<file path="config.mk">
export PLATFORM = sky130hd
export DESIGN_NAME = rhla_div
export DESIGN_NICKNAME = d
export VERILOG_FILES = /design/src/rtl/rhla_pkg.sv /design/src/rtl/rhla_div.sv
export SDC_FILE = /design/constraint.sdc
export NUM_CORES = 1
export LEC_CHECK = 0
export ABC_AREA = 1
export BUFFER_PORTS_ARGS = -buffer_cell sky130_fd_sc_hd__clkbuf_2
export CORE_MARGIN = 3
export CORE_UTILIZATION = 50
export CTS_CLUSTER_DIAMETER = 80
export CTS_CLUSTER_SIZE = 40
export DETAILED_ROUTE_END_ITERATION = 16
export GPL_TIMING_DRIVEN = 0
export PLACE_DENSITY = 0.67
export SLEW_MARGIN = 0
export SYNTH_ARGS = -nofsm -noshare
export SYNTH_HDL_FRONTEND = slang
export SYNTH_SLANG_ARGS = --single-unit
</file>
<file path="constraint.sdc">
create_clock -name i_clk -period 3.11 [get_ports i_clk]
set_clock_uncertainty 0.2 [all_clocks]
set_input_delay 0.4665 -clock i_clk [delete_from_list [all_inputs] [get_ports i_clk]]
set_output_delay 0.4665 -clock i_clk [all_outputs]
set_load 0.05 [all_outputs]
</file>
<file path="src/rtl/rhla_pkg.sv">
// ============================================================================
// rhla_pkg
// Shared constants and types for the RGB/HSL lightness adjuster.
// ============================================================================
package rhla_pkg;

    // Fixed point format used on the HSL to RGB side.
    localparam int FRAC_BITS = 16;
    localparam int FXW       = FRAC_BITS + 2;
    localparam int PW2       = 2 * FXW;

    localparam logic [FXW-1:0] FX_ONE      = FXW'(1) << FRAC_BITS;
    localparam logic [FXW-1:0] FX_HALF     = FXW'(1) << (FRAC_BITS - 1);
    localparam logic [FXW-1:0] FX_THIRD    = FXW'(((longint'(1) << FRAC_BITS) + 1) / 3);
    localparam logic [FXW-1:0] FX_SIXTH    = FXW'(((longint'(1) << FRAC_BITS) + 3) / 6);
    localparam logic [FXW-1:0] FX_TWOTHIRD = FXW'(((longint'(2) << FRAC_BITS) + 1) / 3);

    // Lightness in thousandths: floor(N / 1020) by reciprocal, N < 2^20.
    localparam int             LIG_NW = 20;
    localparam int             LIG_PW = 42;
    localparam int             LIG_SH = 31;
    localparam logic [21:0]    LIG_K  = 22'd2105377;

    // Thousandths to fixed point: round(v * ONE / 1000) by reciprocal.
    localparam int     MIL_SH  = FRAC_BITS + 15;
    localparam longint MIL_K   = ((longint'(1) << MIL_SH) + 124) / 125;
    localparam longint MIL_C   = (62 * MIL_K) >> (FRAC_BITS - 3);
    localparam int     MIL_PW  = FRAC_BITS + 20;
    localparam int     MIL_RSH = 18;

    // Degrees to fixed point: round(v * ONE / 360) by reciprocal.
    localparam int     HUE_SH  = FRAC_BITS + 13;
    localparam longint HUE_K   = ((longint'(1) << HUE_SH) + 44) / 45;
    localparam longint HUE_C   = (22 * HUE_K) >> (FRAC_BITS - 3);
    localparam int     HUE_PW  = FRAC_BITS + 18;
    localparam int     HUE_RSH = 16;

    // Pipelined divider sizes: numerator, divisor and quotient widths.
    localparam int DIV_NW = 19;
    localparam int DIV_DW = 9;
    localparam int DIV_QW = 10;

    // Reset value of the lightness offset register.
    localparam logic signed [7:0] DELTA_RST = 8'sd10;

    // Piece of the hue-to-channel curve that a channel hue falls in.
    typedef enum logic [1:0] {
        SEG_RISE,
        SEG_HIGH,
        SEG_FALL,
        SEG_LOW
    } t_seg;

endpackage

</file>
<file path="src/rtl/rhla_div.sv">
// ============================================================================
// rhla_div
// Restoring divider, one quotient bit per pipeline stage, quotient < 2^DIV_QW.
// ============================================================================
module rhla_div import rhla_pkg::*; (
    input  logic              i_clk,
    input  logic              i_en,
    input  logic [DIV_NW-1:0] i_num,
    input  logic [DIV_DW-1:0] i_den,
    output logic [DIV_QW-1:0] o_quo
);

    // The last stage only produces the quotient, so remainder and divisor
    // are carried through the first DIV_QW-1 stages only.
    logic [DIV_NW-1:0] r_rem [DIV_QW-1];
    logic [DIV_DW-1:0] r_den [DIV_QW-1];
    logic [DIV_QW-1:0] r_quo [DIV_QW];

    genvar k;
    generate
        for (k = 0; k < DIV_QW; k++) begin : g_step
            logic [DIV_NW-1:0] w_rem_in;
            logic [DIV_DW-1:0] w_den_in;
            logic [DIV_QW-1:0] w_quo_in;
            logic [DIV_NW-1:0] w_sub;
            logic              w_fit;

            // The first stage takes the operands, later ones the previous stage.
            if (k == 0) begin : g_first
                assign w_rem_in = i_num;
                assign w_den_in = i_den;
                assign w_quo_in = '0;
            end else begin : g_next
                assign w_rem_in = r_rem[k-1];
                assign w_den_in = r_den[k-1];
                assign w_quo_in = r_quo[k-1];
            end

            // Try to take the shifted divisor out of the partial remainder.
            assign w_sub = DIV_NW'(w_den_in) << (DIV_QW - 1 - k);
            assign w_fit = (w_rem_in >= w_sub);

            always_ff @(posedge i_clk) begin
                if (i_en) begin
                    r_quo[k] <= w_fit ? (w_quo_in | (DIV_QW'(1) << (DIV_QW - 1 - k)))
                                      : w_quo_in;
                end
            end

            // Remainder and divisor for the next stage.
            if (k < DIV_QW - 1) begin : g_carry
                always_ff @(posedge i_clk) begin
                    if (i_en) begin
                        r_rem[k] <= w_fit ? (w_rem_in - w_sub) : w_rem_in;
                        r_den[k] <= w_den_in;
                    end
                end
            end
        end
    endgenerate

    assign o_quo = r_quo[DIV_QW-1];

endmodule

</file>
==> results.cfg, run 1 <==
[status]
outcome = completed

[floorplan]
die_h_um = 192
core_area_um2 = 33900
fp-row-count = 67
die_area_um2 = 37000
floorplan.initialDensity = 0.513
die_w_um = 192
pin_count = 40

[cts]
cts_buffers = 18
path_clk_slew_ps = 110
cts_root_buffer = clkbuf_16
post_cts_buffers = 0
clock_sinks = 307
insertion_delay_ps = 540
cts_tree = built
clockBufferDepth = 3
cts_htree_levels = 1

[synth]
synthMuxAreaShare = 0
ys_ff_latch = 307
synth-edff-count = 307
synth.cell_area_um2 = 17400
synth_simple_gate_area_frac = 0.243
synth_area_leaders = edfxtp_1 (53%), nand2_1 (14%), inv_1 (7.3%)
synth_cell_types = 37
yosysTopAreaCell = edfxtp_1
synth.most_common_cell = nand2_1
synthesis.nets = 2081
synth_common_cells = nand2_1 (631), inv_1 (337), edfxtp_1 (307), nor2_1 (160), nand3_1 (124)
synth_top_family_by_area = simple AND/OR/NAND/NOR gates
netlist_instances = 1952
yosysSeqAreaShare = 0.531
yosys.area_share.xor_xnor = 0.0262
yosysWarnings = 0
synthAdderAreaFrac = 0.0752
synth-async-reset-ratio = 0
synth-compound-area-share = 0.0445
avgSynthCellArea_um2 = 8.90
synth-main-ff-cell = edfxtp_1
synth_top_area_share = 0.531

[critical_path]
cp-end-kind = flop
cpMostUsedCell = nand2_1
cp.arrival_ps = 2970
worstPathMaxFanout = 10
worstPathCellList = dlygate4sd3_1 -> clkbuf_2 -> ha_1 -> fa_1 -> inv_1 -> nand3_1 -> nand2_1 -> nand2_1 -> nand2_1 -> nand2_1 -> nand3_1 -> buf_2 -> nand3_1 -> nand2_1
required_ps = 3290
slowest_stage = dlygate4sd3_1
critical_path.max_stage_delay_ps = 550
worstSetupPathType = input pin to flop
cp-start-kind = input pin

[worst_hold_path]
hold_path_class = input pin to flop

[timing]
finalHoldViolations = 0
grt_setup_unrepaired = false
max_freq_mhz = 358
slew_viol_final = 0
period_needed_ps = 2790
slew_headroom = 0.385
post-route-period-util = 0.897
final.setup.tns_ps = 0
setup_violations = 0
tightest_slew_ps = 923

[global_routing]
antenna_found_initial = 0
gr-usage-met1 = 0.227
grt_pass1_vias = 12900
met2_usage = 0.403
grt_pass1_wl_mm = 61.9
grt.overflow.total = 0
grt_max_degree = 111
grtUsageMet3 = 0.0205
grt.busiest_layer = met2
grt_util_all_layers = 0.208

[power_and_ir_drop]
clkPwrFrac = 0.199
p_switching_uw = 5100
p_leak_uw = 0.00864
fin_total_pwr_uw = 13600
pwr-share-comb = 0.358
p_int_uw = 8510
p_per_area_nw_per_um2 = 716
power_frac_seq = 0.442
vdd_ir_drop_max_mv = 0.508
netSwitchingFraction = 0.375

[final_layout]
fillers = 3008
nets = 2160
fin_util = 0.562
area_growth_pct = 9.52
diodes = 0
drive_gt1_frac = 0.0662
final_area_um2 = 19000
instances_no_fill = 2488

[job]
max-cap-violations = 0

[placed_design]
dp_hpwl_mm = 29.0
portBuffers = 39
postPlaceCellArea_um2 = 18200
placed_cells = 2441
gp_congestion = 0.868

[detailed_routing]
first_pass_iters = 7
antenna_left = 0
vias_per_cell = 5.09
drc = 0
wl_mm = 37.1
wl_per_cell_um = 14.9
via_count = 12700
drtIter0Drc = 738
flip-flops by register name, indices dropped and copies added, names as in the netlist:
name   cells
r_den     81
r_quo     55
r_rem    171
path summary, 6_finish.rpt:
kind | startpoint | endpoint | slack [ps] | depth (start not counted)
worst max-delay path | i_den[0] | r_rem[0][14] | 320 | 14
worst min register to register | r_quo[2][9] | r_quo[3][9] | 210 | 0
worst max register to register | r_rem[0][119] | r_rem[0][142] | 400 | 9
worst min-delay path | i_num[11] | r_rem[0][11] | 30 | 3
what timing repair did:
action | CTS | global route
hold endpoints to repair | 18 | 0
hold buffers | 18 | 0
resized for setup | 0 | 0
area by class of cell:
type                       count  area, um^2  share of cell area
multi-input combinational   1292        6750               0.355
tap                          448         561              0.0295
clock buffer                  19         475              0.0250
sequential                   307        9220               0.485
clock inverter                10         179             0.00941
timing repair buffer          59         439              0.0231
inverter                     340        1280              0.0671
buffer                        13         125             0.00658
cells by family after synthesis:
group / after synthesis
flops: 307
xor+xnor: 52
compound gates: 133
fa+ha+maj: 99
simple gates: 1008
buf+inv: 353
worst max-delay path: cells and delay by family:
family | cells | cell delay (ps)
fa+ha+maj | 2 | 640
buf+inv | 4 | 1010
simple gates | 8 | 840
per-stage QoR:
stage	setup WS, ps	hold slack (ps)
floorplan	784	200
global placement	-3590	200
detailed placement	332	205
CTS	364	5.07
global route	156	12.8
finish	320	26.8
routing by layer:
layer / up-vias / wire (um)
met5: - / 0
met4: 0 / 1890
met3: 105 / 970
met2: 213 / 19400
met1: 5869 / 14800
li1: 6465 / -
cell usage in the layout, fill, tap and decap left out, drive strengths merged, types with 2 or more instances in the layout:
cell,count
clkbuf,58
o21bai,2
ha,90
edfxtp,307
nor2,166
xor2,38
a211oi,2
a21boi,2
fa,9
nand4,32
a21oi,78
inv,343
nor3,25
nand2,640
o21ai,48
buf,15
dlygate4sd3,18
clkinv,7
nand3,128
xnor2,14
or2,3
nand3b,10
power by group through the flow:
| stage | Sequential, uW | Clock, uW | Combinational, uW |
|---|---|---|---|
| 4_1_cts | 6020 | 2810 | 4890 |
| 5_1_grt | 6100 | 2950 | 5640 |
| 3_3_place_gp | 6150 | 0 | 4760 |
| 3_5_place_dp | 6120 | 0 | 4850 |
| 6_report | 6020 | 2720 | 4880 |
| 2_1_floorplan | 5950 | 0 | 3710 |
Note: power is estimated with default switching activity, not from simulation.
==> run 2: changes to the inputs <==
--- a/config.mk
+++ b/config.mk
@@ -6,14 +6,14 @@
 export NUM_CORES = 1
 export LEC_CHECK = 0
 export ABC_AREA = 1
-export BUFFER_PORTS_ARGS = -buffer_cell sky130_fd_sc_hd__clkbuf_2
 export CORE_MARGIN = 3
 export CORE_UTILIZATION = 50
 export CTS_CLUSTER_DIAMETER = 80
 export CTS_CLUSTER_SIZE = 40
 export DETAILED_ROUTE_END_ITERATION = 16
+export DONT_BUFFER_PORTS = 1
 export GPL_TIMING_DRIVEN = 0
-export PLACE_DENSITY = 0.67
+export PLACE_DENSITY_LB_ADDON = 0.05
 export SLEW_MARGIN = 0
 export SYNTH_ARGS = -nofsm -noshare
 export SYNTH_HDL_FRONTEND = slang
==> run 2 against run 1 <==
  * The run now ends with hold timing left
  * Sequential share of layout area fell by 0.28 points
  * Clock-buffer cell count did not move
  * Register-to-register slack improved by 40 ps
  * Via count fell by 1.3%
  * First-iteration DRC count fell by 21%
  * Fmax rose by 4.3%
  * Worst setup slack improved by 120 ps
  * Clock power rose by 12%
  * Critical endpoint is now r_rem[0][129]
  * Largest cell class unchanged
==> results.cfg, run 2 (same netlist as run 1, synthesis figures left out) <==
[global_routing]
grt_util_all_layers = 0.204
grt.overflow.total = 0
grt_pass1_vias = 12000
grt_pass1_wl_mm = 60.3
grt_max_degree = 308
antenna_found_initial = 0

[critical_path]
required_ps = 3180
worstPathMaxFanout = 10
worstSetupPathType = flop to flop
cp-start-kind = flop
cp-end-kind = flop
cp.arrival_ps = 2750

[job]
max-cap-violations = 0

[status]
outcome = finished, violations left
violations = hold timing

[timing]
setup_violations = 0
finalHoldViolations = 14
final.setup.tns_ps = 0
max_freq_mhz = 374
grt_setup_unrepaired = false
holdWs_ps = -31.6
slew_headroom = 0.385
period_needed_ps = 2670
tightest_slew_ps = 919
post-route-period-util = 0.860
slew_viol_final = 0

[placed_design]
placed_cells = 2400
postPlaceCellArea_um2 = 17900
portBuffers = 0
gp_congestion = 0.904
dp_hpwl_mm = 28.5

[floorplan]
pin_count = 40
die_h_um = 192
floorplan.initialDensity = 0.513
die_w_um = 192
core_area_um2 = 33900
fp-row-count = 67
die_area_um2 = 37000

[power_and_ir_drop]
p_leak_uw = 0.00861
p_per_area_nw_per_um2 = 729
vdd_ir_drop_max_mv = 0.535

[cts]
insertion_delay_ps = 550
clockBufferDepth = 3
cts_root_buffer = clkbuf_16
cts.repair.resized = 0
cts_htree_levels = 1
cts_buffers = 19
clock_sinks = 307
path_clk_slew_ps = 130
cts_tree = built

[final_layout]
final_cell_mix = nand2_1 (631), inv_1 (337), edfxtp_1 (307)
final_area_um2 = 19100
fillers = 3049
mostFrequentLayoutCell = nand2_1
diodes = 0
top_regs = r_rem: 171 flops, r_den: 81 flops, r_quo: 55 flops
area_growth_pct = 10.1
seqCellArea_um2 = 9220
largest_reg_flops = 171
multiInputGateArea_um2 = 6750
drive_gt1_frac = 0.0515
regMostFlops = r_rem
instances_no_fill = 2469
nets = 2137

[detailed_routing]
antenna_left = 0
drc = 0
first_pass_iters = 5
vias_per_cell = 5.06
wl_per_cell_um = 15.4
wl_mm = 37.9
drtIter0Drc = 582
via_count = 12500

[worst_hold_path]
hold_path_class = input pin to flop
[run 2: per-layer routing]
| metal | track usage | wire, um | share of wire | vias up |
|---|---|---|---|---|
| met5 | 0 | 0 | 0 | - |
| met4 | 0.0647 | 1300 | 0.034 | 0 |
| met3 | 0.0218 | 1060 | 0.028 | 66 |
| met2 | 0.374 | 19300 | 0.51 | 184 |
| met1 | 0.252 | 16300 | 0.43 | 5797 |
| li1 | - | - | - | 6441 |
[run 2: final cells by class]
| cell class | count | area share |
|---|---|---|
| Clock buffer | 19 | 0.0249 |
| Buffer | 13 | 0.00654 |
| Inverter | 340 | 0.0667 |
| Tap cell | 448 | 0.0293 |
| Multi-Input combinational cell | 1292 | 0.353 |
| Sequential cell | 307 | 0.482 |
| Clock inverter | 15 | 0.0172 |
| Timing Repair Buffer | 35 | 0.0208 |
[run 2: where the power goes]
group	switching (uW)	total (uW)	internal, uW
combinational	3080	4810	1730
clock	1720	3060	1340
sequential	517	6080	5560
[run 2: worst max-delay path, stage by stage (launching register included)]
cell	delay, ps
edfxtp_1	380
inv_1	80
ha_1	150
inv_1	70
fa_1	410
nand3_1	100
nand2_1	170
nand2_1	130
nand2_1	70
nand2_1	70
nand3_2	180
inv_2	150
buf_6	160
a21oi_1	60
[run 2: path summary, 6_finish.rpt]
kind / end / startpoint / cells after the start / slack (ps)
max: r_rem[0][129] / r_rem[0][98] / 13 / 440
min: r_rem[0][97] / i_en / 0 / -30
max reg2reg: r_rem[0][129] / r_rem[0][98] / 13 / 440
min reg2reg: r_quo[7][7] / r_quo[6][7] / 0 / 220
[run 2: repair_timing]
item / in CTS / in global routing
setup buffers: 0 / 0
hold buffers: 27 / 8
hold endpoints to repair: 334 / 44
[run 2: metrics by stage]
stage / utilization / setup WS [ps] / power [uW] / hold slack [ps]
2_1_floorplan: - / 784 / 9670 / 200
3_3_place_gp: 0.529 / 443 / 10800 / 201
3_5_place_dp: 0.529 / 459 / 10900 / 205
4_1_cts: 0.561 / 425 / 14000 / -167
5_1_grt: 0.565 / 284 / 15000 / -69.1
6_report: 0.565 / 436 / 14000 / -31.6
==> run 3: changes to the inputs <==
--- a/config.mk
+++ b/config.mk
@@ -6,9 +6,11 @@
 export NUM_CORES = 1
 export LEC_CHECK = 0
 export ABC_AREA = 1
+export CORE_ASPECT_RATIO = 1.2
 export CORE_MARGIN = 3
 export CORE_UTILIZATION = 50
-export CTS_CLUSTER_DIAMETER = 80
+export CTS_BUF_LIST = sky130_fd_sc_hd__clkbuf_4
+export CTS_CLUSTER_DIAMETER = 30
 export CTS_CLUSTER_SIZE = 40
 export DETAILED_ROUTE_END_ITERATION = 16
 export DONT_BUFFER_PORTS = 1
==> run 3 against run 2 <==
  * The run still ends with hold timing left
  * Sequential cell count did not move
  * Global-route usage rose by 1.6 points
  * Core utilization rose by 0.20 points
  * Largest cell class unchanged
  * Register-to-register slack got worse by 190 ps
  * Non-clock buffer count fell by 6
  * Design area rose by 1.2%
  * Total power rose by 6.5%
  * Combinational power barely moved
  * Via count rose by 2.2%
  * Sequential share of layout area fell by 0.59 points
==> results.cfg, run 3 (same netlist as run 1, synthesis figures left out) <==
[critical_path]
slowest_stage = dlygate4sd3_1
critical_path_buf_inv_count = 5
worstPathMaxFanout = 10
required_ps = 3420
cpMostUsedCell = nand2_1
cp_top_family = buffers and inverters
worstPathCellList = dlygate4sd3_1 -> inv_1 -> ha_1 -> fa_1 -> inv_1 -> nand3_1 -> nand2_1 -> nand2_1 -> nand2_1 -> nand2_1 -> nand3_1 -> buf_2 -> o21ai_0 -> dlygate4sd3_1
worstSetupPathType = input pin to flop
cp-end-kind = flop
cp.arrival_ps = 3290
cp-start-kind = input pin
critical_path.max_stage_delay_ps = 560

[placed_design]
postPlaceCellArea_um2 = 17900
portBuffers = 0
dp_hpwl_mm = 30.6
gp_congestion = 0.871

[job]
max-cap-violations = 0

[final_layout]
drive_gt1_frac = 0.0844
regMostFlops = r_rem
area_growth_pct = 11.5
top_regs = r_rem: 171 flops, r_den: 81 flops, r_quo: 55 flops
mostFrequentLayoutCell = nand2_1
largest_reg_flops = 171
final_area_um2 = 19400
nets = 2173
final_cell_mix = nand2_1 (631), inv_1 (337), edfxtp_1 (307)

[detailed_routing]
drtIter0Drc = 703
wl_mm = 39.7
first_pass_iters = 5
via_count = 12800
antenna_left = 0
vias_per_cell = 5.00
drc = 0
wl_per_cell_um = 15.5

[timing]
grt_setup_unrepaired = false
post-route-period-util = 0.956
finalHoldViolations = 30
tightest_slew_ps = 952
holdWs_ps = -353
slew_headroom = 0.365
period_needed_ps = 2970
slew_viol_final = 0
final.setup.tns_ps = 0
max_freq_mhz = 337
setup_violations = 0

[cts]
cts_root_buffer = clkbuf_4
insertion_delay_ps = 760
cts.repair.resized = 0
clockBufferDepth = 3
cts_tree = built
post_cts_buffers = 0
holdBufCountCts = 29
cts_htree_levels = 2
path_clk_slew_ps = 120
clock_sinks = 307
cts_buffers = 61

[status]
violations = hold timing
outcome = finished, violations left

[global_routing]
antenna_found_initial = 1
grt.overflow.total = 0
grt_pass1_wl_mm = 64.5
grt_max_degree = 308
grt_pass1_vias = 13000
grt_util_all_layers = 0.220

[power_and_ir_drop]
p_leak_uw = 0.00877
vdd_ir_drop_max_mv = 0.534
p_per_area_nw_per_um2 = 767

[floorplan]
die_area_um2 = 37000
pin_count = 40
fp-row-count = 74
core_area_um2 = 34200
die_w_um = 176
die_h_um = 210
floorplan.initialDensity = 0.508

[worst_hold_path]
hold_path_class = input pin to flop
## run 3: cell types whose count changed in the layout (fill, tap and decap cells not counted), moves of 3 or more
cell | before | now
buf_12 | 3 | 0
bufinv_16 | 0 | 11
clkbuf_16 | 19 | 0
clkbuf_4 | 0 | 63
clkinv_1 | 0 | 4
clkinv_16 | 7 | 0
clkinv_2 | 0 | 4
clkinv_4 | 1 | 10
clkinvlp_4 | 0 | 8
inv_16 | 3 | 0
inv_6 | 2 | 11
## run 3: routing by layer
| layer | GRT usage | vias up | wire length [um] |
|---|---|---|---|
| met3 | 0.0330 | 101 | 1220 |
| met2 | 0.447 | 221 | 22600 |
| met1 | 0.218 | 5851 | 14100 |
| met5 | 0 | - | 0 |
| li1 | - | 6594 | - |
| met4 | 0.0915 | 0 | 1680 |
## run 3: cell type report
type	count	area, um^2
sequential	307	9220
tap	456	571
clock buffer	63	473
antenna	1	2.50
multi-input combinational	1292	6750
inverter	340	1280
clock inverter	52	664
fill	3112	14800
timing repair buffer	29	290
buffer	13	125
## run 3: final timing paths
kind	from	end	slack, ps	depth (start not counted)
max	i_num[9]	r_rem[0][9]	140	14
min	i_en	r_den[0][26]	-350	0
max reg2reg	r_rem[0][119]	r_rem[0][143]	250	9
min reg2reg	r_quo[8][3]	r_quo[9][3]	220	0
## run 3: power breakdown
part           switching (uW)  internal, uW
Combinational            3100          1720
Sequential                521          5560
Clock                    1870          2080
Total                    5500          9360
## run 3: stage by stage
stage	cells	setup WS (ps)	utilization	total power, uW
global placement	2408	180	0.525	10900
CTS	2552	160	0.567	15000
global route	2553	6.13	0.567	16000
detailed placement	2408	186	0.525	11000
finish	2553	138	0.567	14900
floorplan	1952	784	-	9670
